## config.mk

```make
export PLATFORM = sky130hd
export DESIGN_NAME = priority_selection_sorter
export DESIGN_NICKNAME = d
export VERILOG_FILES = /design/src/design/pss_pkg.sv /design/src/design/pss_seq.sv /design/src/design/priority_selection_sorter.sv
export VERILOG_INCLUDE_DIRS = /design/src /design/src/design
export SDC_FILE = /design/constraint.sdc
export NUM_CORES = 2
export LEC_CHECK = 0
export ABC_AREA = 1
export BUFFER_PORTS_ARGS = -buffer_cell sky130_fd_sc_hd__buf_2
export CAP_MARGIN = 10
export CORE_MARGIN = 1
export CORE_UTILIZATION = 45
export CTS_CLUSTER_DIAMETER = 60
export DETAILED_ROUTE_END_ITERATION = 16
export SYNTH_ARGS = -nofsm -noshare
export SYNTH_HDL_FRONTEND = slang
export SYNTH_SLANG_ARGS = --single-unit
```

## constraint.sdc

```tcl
create_clock -name clk -period 5.75 [get_ports clk]
set_clock_uncertainty 0.05 [all_clocks]
set_input_delay 0.575 -clock clk [delete_from_list [all_inputs] [get_ports clk]]
set_output_delay 0.575 -clock clk [all_outputs]
set_load 0.03 [all_outputs]
```

## src/design/priority_selection_sorter_defines.svh

```systemverilog
// Assertion macros for the priority selection sorter.
// Used by the top level; expects clk and arst_n in scope.
`ifndef PRIORITY_SELECTION_SORTER_DEFINES_SVH
`define PRIORITY_SELECTION_SORTER_DEFINES_SVH

// same-cycle implication, checked out of reset
`define PSS_ASSERT_NOW(label, ante, cons) \
	label: assert property (@(posedge clk) disable iff (!arst_n) (ante) |-> (cons)) \
		else $error("pss assertion failed");

// next-cycle implication, checked out of reset
`define PSS_ASSERT_NEXT(label, ante, cons) \
	label: assert property (@(posedge clk) disable iff (!arst_n) (ante) |=> (cons)) \
		else $error("pss assertion failed");

`endif

```

## src/design/pss_pkg.sv

```systemverilog
// Shared types and microcode ROM for the priority selection sorter.
// No dependencies; used by pss_seq and priority_selection_sorter.
`timescale 1ns / 1ps

package pss_pkg;

	localparam int HANDLE_W = 24;
	localparam int PRIO_W   = 8;

	typedef struct packed {
		logic [HANDLE_W-1:0] h;
		logic [PRIO_W-1:0]   p;
	} entry_t;

	typedef enum logic [3:0] {
		ST_IDLE,
		ST_SORT_INIT,
		ST_PASS_RD,
		ST_PASS_LD,
		ST_SCAN_RD,
		ST_SCAN_CMP,
		ST_SWAP_A,
		ST_SWAP_B,
		ST_EMIT_INIT,
		ST_EMIT_RD,
		ST_EMIT_OUT,
		ST_DONE
	} step_t;

	typedef enum logic {RD_POS, RD_SCAN} rd_sel_t;
	typedef enum logic [1:0] {WR_NONE, WR_LOAD, WR_POS, WR_BEST} wr_sel_t;
	typedef enum logic [1:0] {POS_HOLD, POS_CLR, POS_INC} pos_op_t;
	typedef enum logic [1:0] {SCAN_HOLD, SCAN_LOAD, SCAN_INC} scan_op_t;
	typedef enum logic [1:0] {BEST_HOLD, BEST_INIT, BEST_CMP} best_op_t;
	typedef enum logic [2:0] {
		C_NEXT,
		C_ALWAYS,
		C_WAIT,
		C_SHORT,
		C_SCAN_MORE,
		C_POS_MORE,
		C_EMIT_MORE
	} cond_t;

	// one control word per step
	typedef struct packed {
		rd_sel_t  rd_sel;
		wr_sel_t  wr_sel;
		pos_op_t  pos_op;
		scan_op_t scan_op;
		best_op_t best_op;
		logic     strobe;
		logic     clr_cnt;
		cond_t    cond;
		step_t    target;
	} ctrl_t;

	// datapath status seen by the sequencer
	typedef struct packed {
		logic wait_hold;
		logic short_list;
		logic scan_more;
		logic pos_more;
		logic emit_more;
	} stat_t;

	localparam ctrl_t CTRL_NOP = '{
		rd_sel: RD_POS, wr_sel: WR_NONE, pos_op: POS_HOLD, scan_op: SCAN_HOLD,
		best_op: BEST_HOLD, strobe: 1'b0, clr_cnt: 1'b0, cond: C_NEXT, target: ST_IDLE
	};

	// Program: jump to target when cond holds, else fall through to step + 1.
	function automatic ctrl_t ucode(input step_t step);
		ctrl_t c;
		c = CTRL_NOP;
		case (step)
			ST_IDLE: begin
				c.wr_sel = WR_LOAD;
				c.cond   = C_WAIT;
				c.target = ST_IDLE;
			end
			ST_SORT_INIT: begin
				c.pos_op = POS_CLR;
				c.cond   = C_SHORT;
				c.target = ST_EMIT_INIT;
			end
			ST_PASS_RD: begin
				c.rd_sel  = RD_POS;
				c.scan_op = SCAN_LOAD;
			end
			ST_PASS_LD: begin
				c.best_op = BEST_INIT;
			end
			ST_SCAN_RD: begin
				c.rd_sel = RD_SCAN;
			end
			ST_SCAN_CMP: begin
				c.best_op = BEST_CMP;
				c.scan_op = SCAN_INC;
				c.cond    = C_SCAN_MORE;
				c.target  = ST_SCAN_RD;
			end
			ST_SWAP_A: begin
				c.wr_sel = WR_POS;
			end
			ST_SWAP_B: begin
				c.wr_sel = WR_BEST;
				c.pos_op = POS_INC;
				c.cond   = C_POS_MORE;
				c.target = ST_PASS_RD;
			end
			ST_EMIT_INIT: begin
				c.pos_op = POS_CLR;
			end
			ST_EMIT_RD: begin
				c.rd_sel = RD_POS;
			end
			ST_EMIT_OUT: begin
				c.strobe = 1'b1;
				c.pos_op = POS_INC;
				c.cond   = C_EMIT_MORE;
				c.target = ST_EMIT_RD;
			end
			ST_DONE: begin
				c.clr_cnt = 1'b1;
				c.cond    = C_ALWAYS;
				c.target  = ST_IDLE;
			end
			default: begin
				c.cond   = C_ALWAYS;
				c.target = ST_IDLE;
			end
		endcase
		return c;
	endfunction

endpackage

```

## src/design/pss_seq.sv

```systemverilog
// Microcode sequencer: step counter, control ROM and conditional jumps.
// Depends on pss_pkg.
`timescale 1ns / 1ps

module pss_seq import pss_pkg::*; (
	input  logic  clk,
	input  logic  arst_n,
	input  stat_t stat,
	output ctrl_t ctrl,
	output logic  busy
);

	step_t step_q;
	step_t step_d;
	logic  take;

	// next step
	always_comb begin
		case (ctrl.cond)
			C_NEXT:      take = 1'b0;
			C_ALWAYS:    take = 1'b1;
			C_WAIT:      take = stat.wait_hold;
			C_SHORT:     take = stat.short_list;
			C_SCAN_MORE: take = stat.scan_more;
			C_POS_MORE:  take = stat.pos_more;
			C_EMIT_MORE: take = stat.emit_more;
			default:     take = 1'b1;
		endcase
		step_d = take ? ctrl.target : step_t'(step_q + 4'd1);
	end

	// control word out of the ROM
	always_comb begin
		ctrl = ucode(step_q);
		busy = (step_q != ST_IDLE);
	end

	always_ff @(posedge clk or negedge arst_n) begin
		if (!arst_n) begin
			step_q <= ST_IDLE;
		end else begin
			step_q <= step_d;
		end
	end

endmodule

```

## src/design/priority_selection_sorter.sv

```systemverilog
// Priority selection sorter top level: entry memory, sort datapath, sequencer.
// Depends on pss_pkg, pss_seq and priority_selection_sorter_defines.svh.
//
//   channel | handshake        | payload
//   --------+------------------+-----------------------------------------
//   input   | start, busy      | handle, priority_req, is_last
//   result  | strobe           | out_handle, out_priority, out_last
//
// Loading accepts one transaction per cycle while busy is low.
// The closing transaction raises busy while the n entries are sorted and emitted:
// every compare and swap goes through the single read port of the entry memory.
// Each result needs a read step and a strobe step; busy drops after the DONE step.
// Reset clears the entry count and the step counter; the memory is not cleared.
// The receiver cannot stall: each result is valid for the single strobe cycle.
`timescale 1ns / 1ps
`include "priority_selection_sorter_defines.svh"

module priority_selection_sorter import pss_pkg::*; #(
	parameter int MAX_ENTRIES = 64
) (
	input  logic                clk,
	input  logic                arst_n,
	input  logic                start,
	output logic                busy,
	input  logic [HANDLE_W-1:0] handle,
	input  logic [PRIO_W-1:0]   priority_req,
	input  logic                is_last,
	output logic                strobe,
	output logic [HANDLE_W-1:0] out_handle,
	output logic [PRIO_W-1:0]   out_priority,
	output logic                out_last
);

	localparam int AW = (MAX_ENTRIES > 1) ? $clog2(MAX_ENTRIES) : 1;
	localparam int CW = $clog2(MAX_ENTRIES + 1);
	localparam int EW = CW + 1;

	ctrl_t ctrl;
	stat_t stat;

	logic [CW-1:0] cnt_q;
	logic [AW-1:0] pos_q;
	logic [AW-1:0] scan_q;
	logic [AW-1:0] best_idx_q;
	entry_t        best_q;
	entry_t        pos_ent_q;
	entry_t        rd_q;
	entry_t        mem [MAX_ENTRIES];

	logic          accept;
	logic          room;
	logic          load_we;
	logic          wr_en;
	logic [AW-1:0] wr_addr;
	entry_t        wr_data;
	logic [AW-1:0] rd_addr;
	logic          emit_last;

	pss_seq u_seq (
		.clk    (clk),
		.arst_n (arst_n),
		.stat   (stat),
		.ctrl   (ctrl),
		.busy   (busy)
	);

	assign accept  = start & ~busy;
	assign room    = (cnt_q < CW'(MAX_ENTRIES));
	assign load_we = (ctrl.wr_sel == WR_LOAD) & accept & room;

	assign emit_last = ((EW'(pos_q) + EW'(1)) == EW'(cnt_q));

	always_comb begin
		stat.wait_hold  = ~(accept & is_last);
		stat.short_list = (cnt_q < CW'(2));
		stat.scan_more  = ((EW'(scan_q) + EW'(1)) < EW'(cnt_q));
		stat.pos_more   = ((EW'(pos_q) + EW'(2)) < EW'(cnt_q));
		stat.emit_more  = ~emit_last;
	end

	// memory port selection
	always_comb begin
		wr_en   = 1'b0;
		wr_addr = pos_q;
		wr_data = best_q;
		case (ctrl.wr_sel)
			WR_LOAD: begin
				wr_en   = load_we;
				wr_addr = cnt_q[AW-1:0];
				wr_data = '{h: handle, p: priority_req};
			end
			WR_POS: begin
				wr_en   = 1'b1;
				wr_addr = pos_q;
				wr_data = best_q;
			end
			WR_BEST: begin
				wr_en   = 1'b1;
				wr_addr = best_idx_q;
				wr_data = pos_ent_q;
			end
			default: begin
				wr_en = 1'b0;
			end
		endcase
		rd_addr = (ctrl.rd_sel == RD_SCAN) ? scan_q : pos_q;
	end

	always_ff @(posedge clk) begin
		if (wr_en) begin
			mem[wr_addr] <= wr_data;
		end
		rd_q <= mem[rd_addr];
	end

	always_ff @(posedge clk or negedge arst_n) begin
		if (!arst_n) begin
			cnt_q <= '0;
		end else if (ctrl.clr_cnt) begin
			cnt_q <= '0;
		end else if (load_we) begin
			cnt_q <= cnt_q + CW'(1);
		end
	end

	always_ff @(posedge clk) begin
		case (ctrl.pos_op)
			POS_CLR:  pos_q <= '0;
			POS_INC:  pos_q <= pos_q + AW'(1);
			default:  pos_q <= pos_q;
		endcase
		case (ctrl.scan_op)
			SCAN_LOAD: scan_q <= pos_q + AW'(1);
			SCAN_INC:  scan_q <= scan_q + AW'(1);
			default:   scan_q <= scan_q;
		endcase
		// strictly smaller keeps the first minimum
		case (ctrl.best_op)
			BEST_INIT: begin
				best_idx_q <= pos_q;
				best_q     <= rd_q;
				pos_ent_q  <= rd_q;
			end
			BEST_CMP: begin
				if (rd_q.p < best_q.p) begin
					best_idx_q <= scan_q;
					best_q     <= rd_q;
				end
			end
			default: begin
				best_q <= best_q;
			end
		endcase
	end

	assign strobe       = ctrl.strobe;
	assign out_handle   = rd_q.h;
	assign out_priority = rd_q.p;
	assign out_last     = emit_last;

	`PSS_ASSERT_NOW(a_strobe_busy, strobe, busy)
	`PSS_ASSERT_NEXT(a_last_quiet, strobe && out_last, !strobe)
	`PSS_ASSERT_NOW(a_cnt_bound, 1'b1, cnt_q <= CW'(MAX_ENTRIES))
	`PSS_ASSERT_NEXT(a_close_busy, accept && is_last, busy)

endmodule
```

After elaboration in Yosys (flattened, before gate mapping)
Memories as Yosys holds them, arrays and structs flattened. A register that Yosys moved wholly into a read port is not among the register bits.
Cells that the tools add are included.
- register bits after elaboration: 93
- RAM bits: 2048
- input port bits: 36
- output and inout bits: 35
- logic and storage cells: 92
- memories: 1
- memory list (name ; words ; width ; read ports ; clocked after Yosys merged registers in ; wr ports ; line ; source):
    mem ; 64 ; 32 ; 1 ; 1 ; 1 ; priority_selection_sorter.sv:48 ; entry_t mem [MAX_ENTRIES];
- $add $sub $neg: 7
- magnitude comparators: 5
- equal/unequal tests: 27
- mux-type cells: 24
- bitwise operators: 7
- reductions and logical operators: 12
- operators by type and width (cell ; count):
    one-hot mux 32 bit (2 select lines) ; 2
    one-hot mux 6 bit (2 select lines) ; 4
    one-hot mux 7 bit (6 select lines) ; 1
    2-to-1 mux 32 bit ; 1
    == test 4 x 3 -> 1 bit, second input constant ; 4
    == test 4 bit, second input constant ; 4
    adder 6 x 1 -> 7 bit, second input constant ; 2
    less-than comparator 7 bit ; 2
    2-to-1 mux 7 bit ; 2
    adder 6 x 1 -> 6 bit, second input constant ; 2
    2-to-1 mux 6 bit ; 2
    one-hot mux 2 bit (2 select lines) ; 3
    == test 2 bit, second input constant ; 5
    == test 3 bit, second input constant ; 3
    == test 2 x 1 -> 1 bit, second input constant ; 4
    == test 4 x 2 -> 1 bit, second input constant ; 2
    less-than comparator 8 bit ; 1
    nonzero test 2 bit ; 4
    adder 6 x 2 -> 7 bit, second input constant ; 1
    adder 7 x 1 -> 7 bit, second input constant ; 1
    == test 7 bit ; 1
    less-than comparator 7 x 2 -> 1 bit, second input constant ; 1
    less-than comparator 7 bit, second input constant ; 1
    == test 3 x 2 -> 1 bit, second input constant ; 2
    other kinds (16) ; 27

Longest topological paths before layout
- depth after elaboration: 8
- gate-level depth with buffers: 16
- gate-level depth less buffers: 15

Hierarchy
From an unflattened synthesis, not the netlist that was laid out.
- cell total of the unflattened synthesis: 9208
- area total of the unflattened synthesis: 95077.4 sq um
- by module, submodules not included (module ; times used ; cells each ; area each (sq um) ; seq. area each (sq um)):
    priority_selection_sorter ; 1 ; 9129 ; 94549.4 ; 64777.1
    pss_seq ; 1 ; 79 ; 528.0 ; 100.1

Least setup slack after synthesis
Ideal clock, no wire load.
- path kind: register to register
- start point: register u_seq.step_q[0]
- end point: memory mem[52][0] in the netlist's numbering, enable pin
- library setup time: 0.461 ns
- arrival time: 4.058 ns
- data required time: 5.239 ns
- path slack: 1.181 ns
- stages on the path, launching flop included: 11
- buffers on the path: 1
- clock period less this slack: 4.569 ns
- cell sequence: dfrtp_1 > inv_1 > ha_1 > nand2_2 > inv_2 > buf_2 > nand2_1 > o221ai_1 > nor2_1 > nand3_1 > nor3_1
- cells in the longest elaborated chain, start to end: 8
- elaborated cells between the ends (all ways): 17
- those cells by class: 5 x eq/ne; 5 x mux; 4 x bitwise; 3 x reduce/logical
- RTL lines (element ; line ; source):
    from (decl) ; pss_seq.sv:13 ; step_t step_q;
    from (signal assigned) ; pss_seq.sv:42 ; step_q <= step_d;
    nonzero test 4 bit ; pss_seq.sv:35 ; busy = (step_q != ST_IDLE);
    via busy ; priority_selection_sorter.sv:24 ; output logic busy,
    inverter 1 bit ; priority_selection_sorter.sv:67 ; assign accept = start & ~busy;
    AND 1 bit ; priority_selection_sorter.sv:67 ;
    AND 1 bit (2 in a row) ; priority_selection_sorter.sv:69 ; assign load_we = (ctrl.wr_sel == WR_LOAD) & accept & room;
    one-hot mux 1 bit (2 select lines) ; priority_selection_sorter.sv:86 ; case (ctrl.wr_sel)
    2-to-1 mux 1 bit ; priority_selection_sorter.sv:110 ; if (wr_en) begin
    2-to-1 mux 1 bit (not written as such) ; priority_selection_sorter.sv:111 ; mem[wr_addr] <= wr_data;
    to (decl) ; priority_selection_sorter.sv:48 ;
The timed path passes the listed nets, and every way through them passes these cells.

Final worst setup path
- start point: register u_seq.step_q[0]
- end point: memory mem[11][10] in the netlist's numbering, enable pin
- cells in the longest elaborated chain, start to end: 8
- elaborated cells between the ends (all ways): 17
- those cells by class: 5 x eq/ne; 5 x mux; 4 x bitwise; 3 x reduce/logical
- RTL lines (element ; line ; source):
    == test 4 x 3 -> 1 bit (tied with other cells) ; pss_pkg.sv:76 ; case (step)
    one-hot mux 2 bit (3 select lines) or inverter 1 bit (tied branches) ; pss_pkg.sv:76, priority_selection_sorter.sv:67 ;
    == test 2 x 1 -> 1 bit or AND 1 bit (tied branches) ; priority_selection_sorter.sv:69, priority_selection_sorter.sv:86, priority_selection_sorter.sv:67 ;
    AND 1 bit (2 in a row) ; priority_selection_sorter.sv:69 ;
    one-hot mux 1 bit (2 select lines) ; priority_selection_sorter.sv:86 ;
    2-to-1 mux 1 bit ; priority_selection_sorter.sv:110 ;
    2-to-1 mux 1 bit (not written as such) ; priority_selection_sorter.sv:111 ;
Several ways; a longest one is shown, not always the timed one.

==> metrics.txt <==
ys async rst share=0.00506; fmax=roughly 200 MHz; Seq/Total Area, Yosys=0.683; first-pass GRT wire length=419,000 um; met3 usage in global routing=0.0496; mapped cell area=0.0950 mm2; area grow syn2layout=11.7%; Syn Area/Cell=10.8 um2; worst-margin pin slew=1.28 ns; #FFs+latches synth=2,173; CTS Buf Count=217; yosys warns=0; number of synthesized flops with an enable pin=approximately 2.1k; reg2reg setup slack=0.75 ns; layout cells sized above 1=0.0791; # DRC=0; cells after synthesis=8,810; H-Tree Depth=4; DR pass1 iterations=6; total wire length=289,000 um; Power Density=532 mW/mm2; ranking of synthesized cells by area=edfxtp_1, nand3_1, nand2_1, inv_1, nand3b_1; class of the worst hold path=input pin to asynchronous set/reset pin; NumNets Final=just under 9k; Max-slew headroom=0.146; R2R cell count=10; critical path launch point type=flip-flop; Final Critical Period=5.00 ns; Final period util=0.869; M1 GR Usage=0.376; max-cap viol count=0; CTS tree=yes; Max VDD drop=538 uV; vias in the first global route=61.2k; setup bufs post-CTS=0; worst-path fanout max=32; Reg-to-Reg Start=u_seq.step_q[0]; RSZ-0062 raised after global routing=no; WP data arrival=5.42 ns; count leader, synth=edfxtp_1; status=finished clean; endpoint type of the worst setup path=flip-flop; clk_lat worst skew=0.86 ns; PostCTS Resize Cnt=0; main flop type after synthesis=edfxtp_1; Die X=462 um; Leakage=42.7 nW; CP Class=flip-flop to flip-flop; Final Wtd Congestion=a little under 0.9; area share of the largest cell type after synthesis=0.673; number of vias per cell=roughly 5.5; post-route setup TNS=0 ns; clk root buf=clkbuf_16; synth unique cells=38; reg2reg end=mem[11][10]; Hold WS=0.0913 ns; top cell type by total area after synthesis=edfxtp_1; drt wl/cell=~24 um; Final Hold Viols=0; number of clock sinks=2,173; post-detail-place hpwl=165,000 um; remaining antenna violation count=0; total gr overflow=0; met2 global-route usage=0.414; Reg clk slew, reported paths=0.06 ns; Port Buffers=70; Boundary Pins=71; initial antenna violation count=23; initial drt markers=8,134; Die ar.=0.213 mm2; commonest cells in the netlist=edfxtp_1, nand3_1, nand2_1; largest net degree at the start of global routing=121; syn nets=8,876; fin. max-slew vios=0; Die Y=462 um; num rows=168; CP required=6.17 ns; Total Routing Usage GR=0.269; Starting Density=0.453; Top Usage Layer GRT=met2; Bufs on Longest Clock Path=3; total core area=0.210 mm2; # setup viols final=0; via count=65.3k
placed cells by master (no fill, tap or decap), types with 4 or more instances in the layout:
cell | synthesis | final
edfxtp_1 | 2130 | 2130
nand3_1 | 2036 | 2011
nand2_1 | 1885 | 1882
inv_1 | 1526 | 1525
nand3b_1 | 447 | 447
clkbuf_16 | 0 | 219
buf_4 | 22 | 185
buf_2 | 297 | 70
nor2_4 | 1 | 61
clkinv_1 | 1 | 56
clkbuf_1 | 146 | 50
clkinv_2 | 0 | 47
buf_12 | 0 | 41
dfxtp_1 | 32 | 32
ha_1 | 30 | 30
nor2_1 | 88 | 28
o21ai_0 | 25 | 23
nand3_2 | 1 | 21
a21oi_1 | 14 | 14
xor2_1 | 11 | 11
dfrtp_1 | 11 | 11
nand4_1 | 10 | 10
o211ai_1 | 9 | 9
inv_6 | 0 | 9
bufinv_16 | 0 | 9
nor3_1 | 12 | 8
diode_2 | 0 | 7
o21ai_4 | 0 | 6
inv_2 | 7 | 5
nand3_4 | 0 | 5
nand2_4 | 1 | 4
nor3_2 | 0 | 4
clkinvlp_4 | 0 | 4
timing repair:
action / CTS / global route
endpoints found under the hold margin: 12 / 0
hold buffers: 2 / 0
setup endpoints to repair: 0 / 0
cell families after synthesis:
kind of cell	count (synthesis)	share of synthesized area
adders and majority gates	30	0.00395
xor gates and xnor gates	11	0.00101
DFF	2173	0.683
AOI/OAI and AO/OA	61	0.00417
buffers and inverters	2046	0.0856
and+or+nand+nor	4489	0.223
state kept, by name (all words and copies together), names as in the netlist:
signal,count
mem,2048
best_q,32
pos_ent_q,32
out_handle,24
out_priority,8
cnt_q,7
best_idx_q,6
pos_q,6
scan_q,6
u_seq.step_q,4
critical path: stages (launching register included):
cell and delay, ns:
dfrtp_1 0.42, ha_1 0.32, nand2_4 0.20, nand2_2 0.23, inv_2 0.55, nand2_1 0.13
o221ai_1 0.22, inv_1 0.21, nor2_2 0.20, nand3_1 0.85, nor2_4 1.19
routing by layer:
layer  vias to the layer above  part of all wire
met5                         -           0.00014
met3                       511             0.096
met1                     32100              0.41
met2                      3154              0.45
li1                      29500                 -
met4                         6             0.043
worst max-delay path by stage:
stage / slack (ns) / cells after the start / startpoint / to
after floorplan: 1.18 / 10 / u_seq.step_q[0] / mem[52][0]
after global placement: 1.00 / 11 / u_seq.step_q[0] / mem[11][10]
after detailed placement: 0.91 / 11 / u_seq.step_q[0] / mem[11][24]
after CTS: 0.88 / 10 / u_seq.step_q[0] / mem[11][10]
after global routing: 0.55 / 11 / u_seq.step_q[0] / mem[11][10]
final: 0.75 / 10 / u_seq.step_q[0] / mem[11][10]
cell type report:
| type | instances | area, um2 |
|---|---|---|
| Fill cell | 18600 | 104000 |
| Sequential cell | 2173 | 64900 |
| Multi-Input combinational cell | 4591 | 22800 |
| Inverter | 1534 | 5770 |
| Clock buffer | 272 | 5710 |
| Tap cell | 2805 | 3510 |
| Timing Repair Buffer | 298 | 2580 |
| Clock inverter | 131 | 966 |
| Antenna cell | 7 | 17.5 |
stage by stage:
stage,setup slack [ns],utilization,cells,instance area [um2],power (mW)
after floorplan,1.18,-,8810,95000,33.2
after global placement,1.00,0.474,11400,99500,42.6
after detailed placement,0.914,0.474,11400,99500,42.9
after CTS,0.876,0.506,11800,106000,56.3
after global routing,0.553,0.506,11800,106000,58.4
final,0.752,0.506,11800,106000,56.5
report_power, final:
part | switching, mW | internal, mW | leakage [nW]
sequential | 0.670 | 20.8 | 19.6
clock | 6.11 | 7.43 | 3.28
combinational | 16.8 | 4.70 | 19.8
Power figures use the tool's default switching activity.
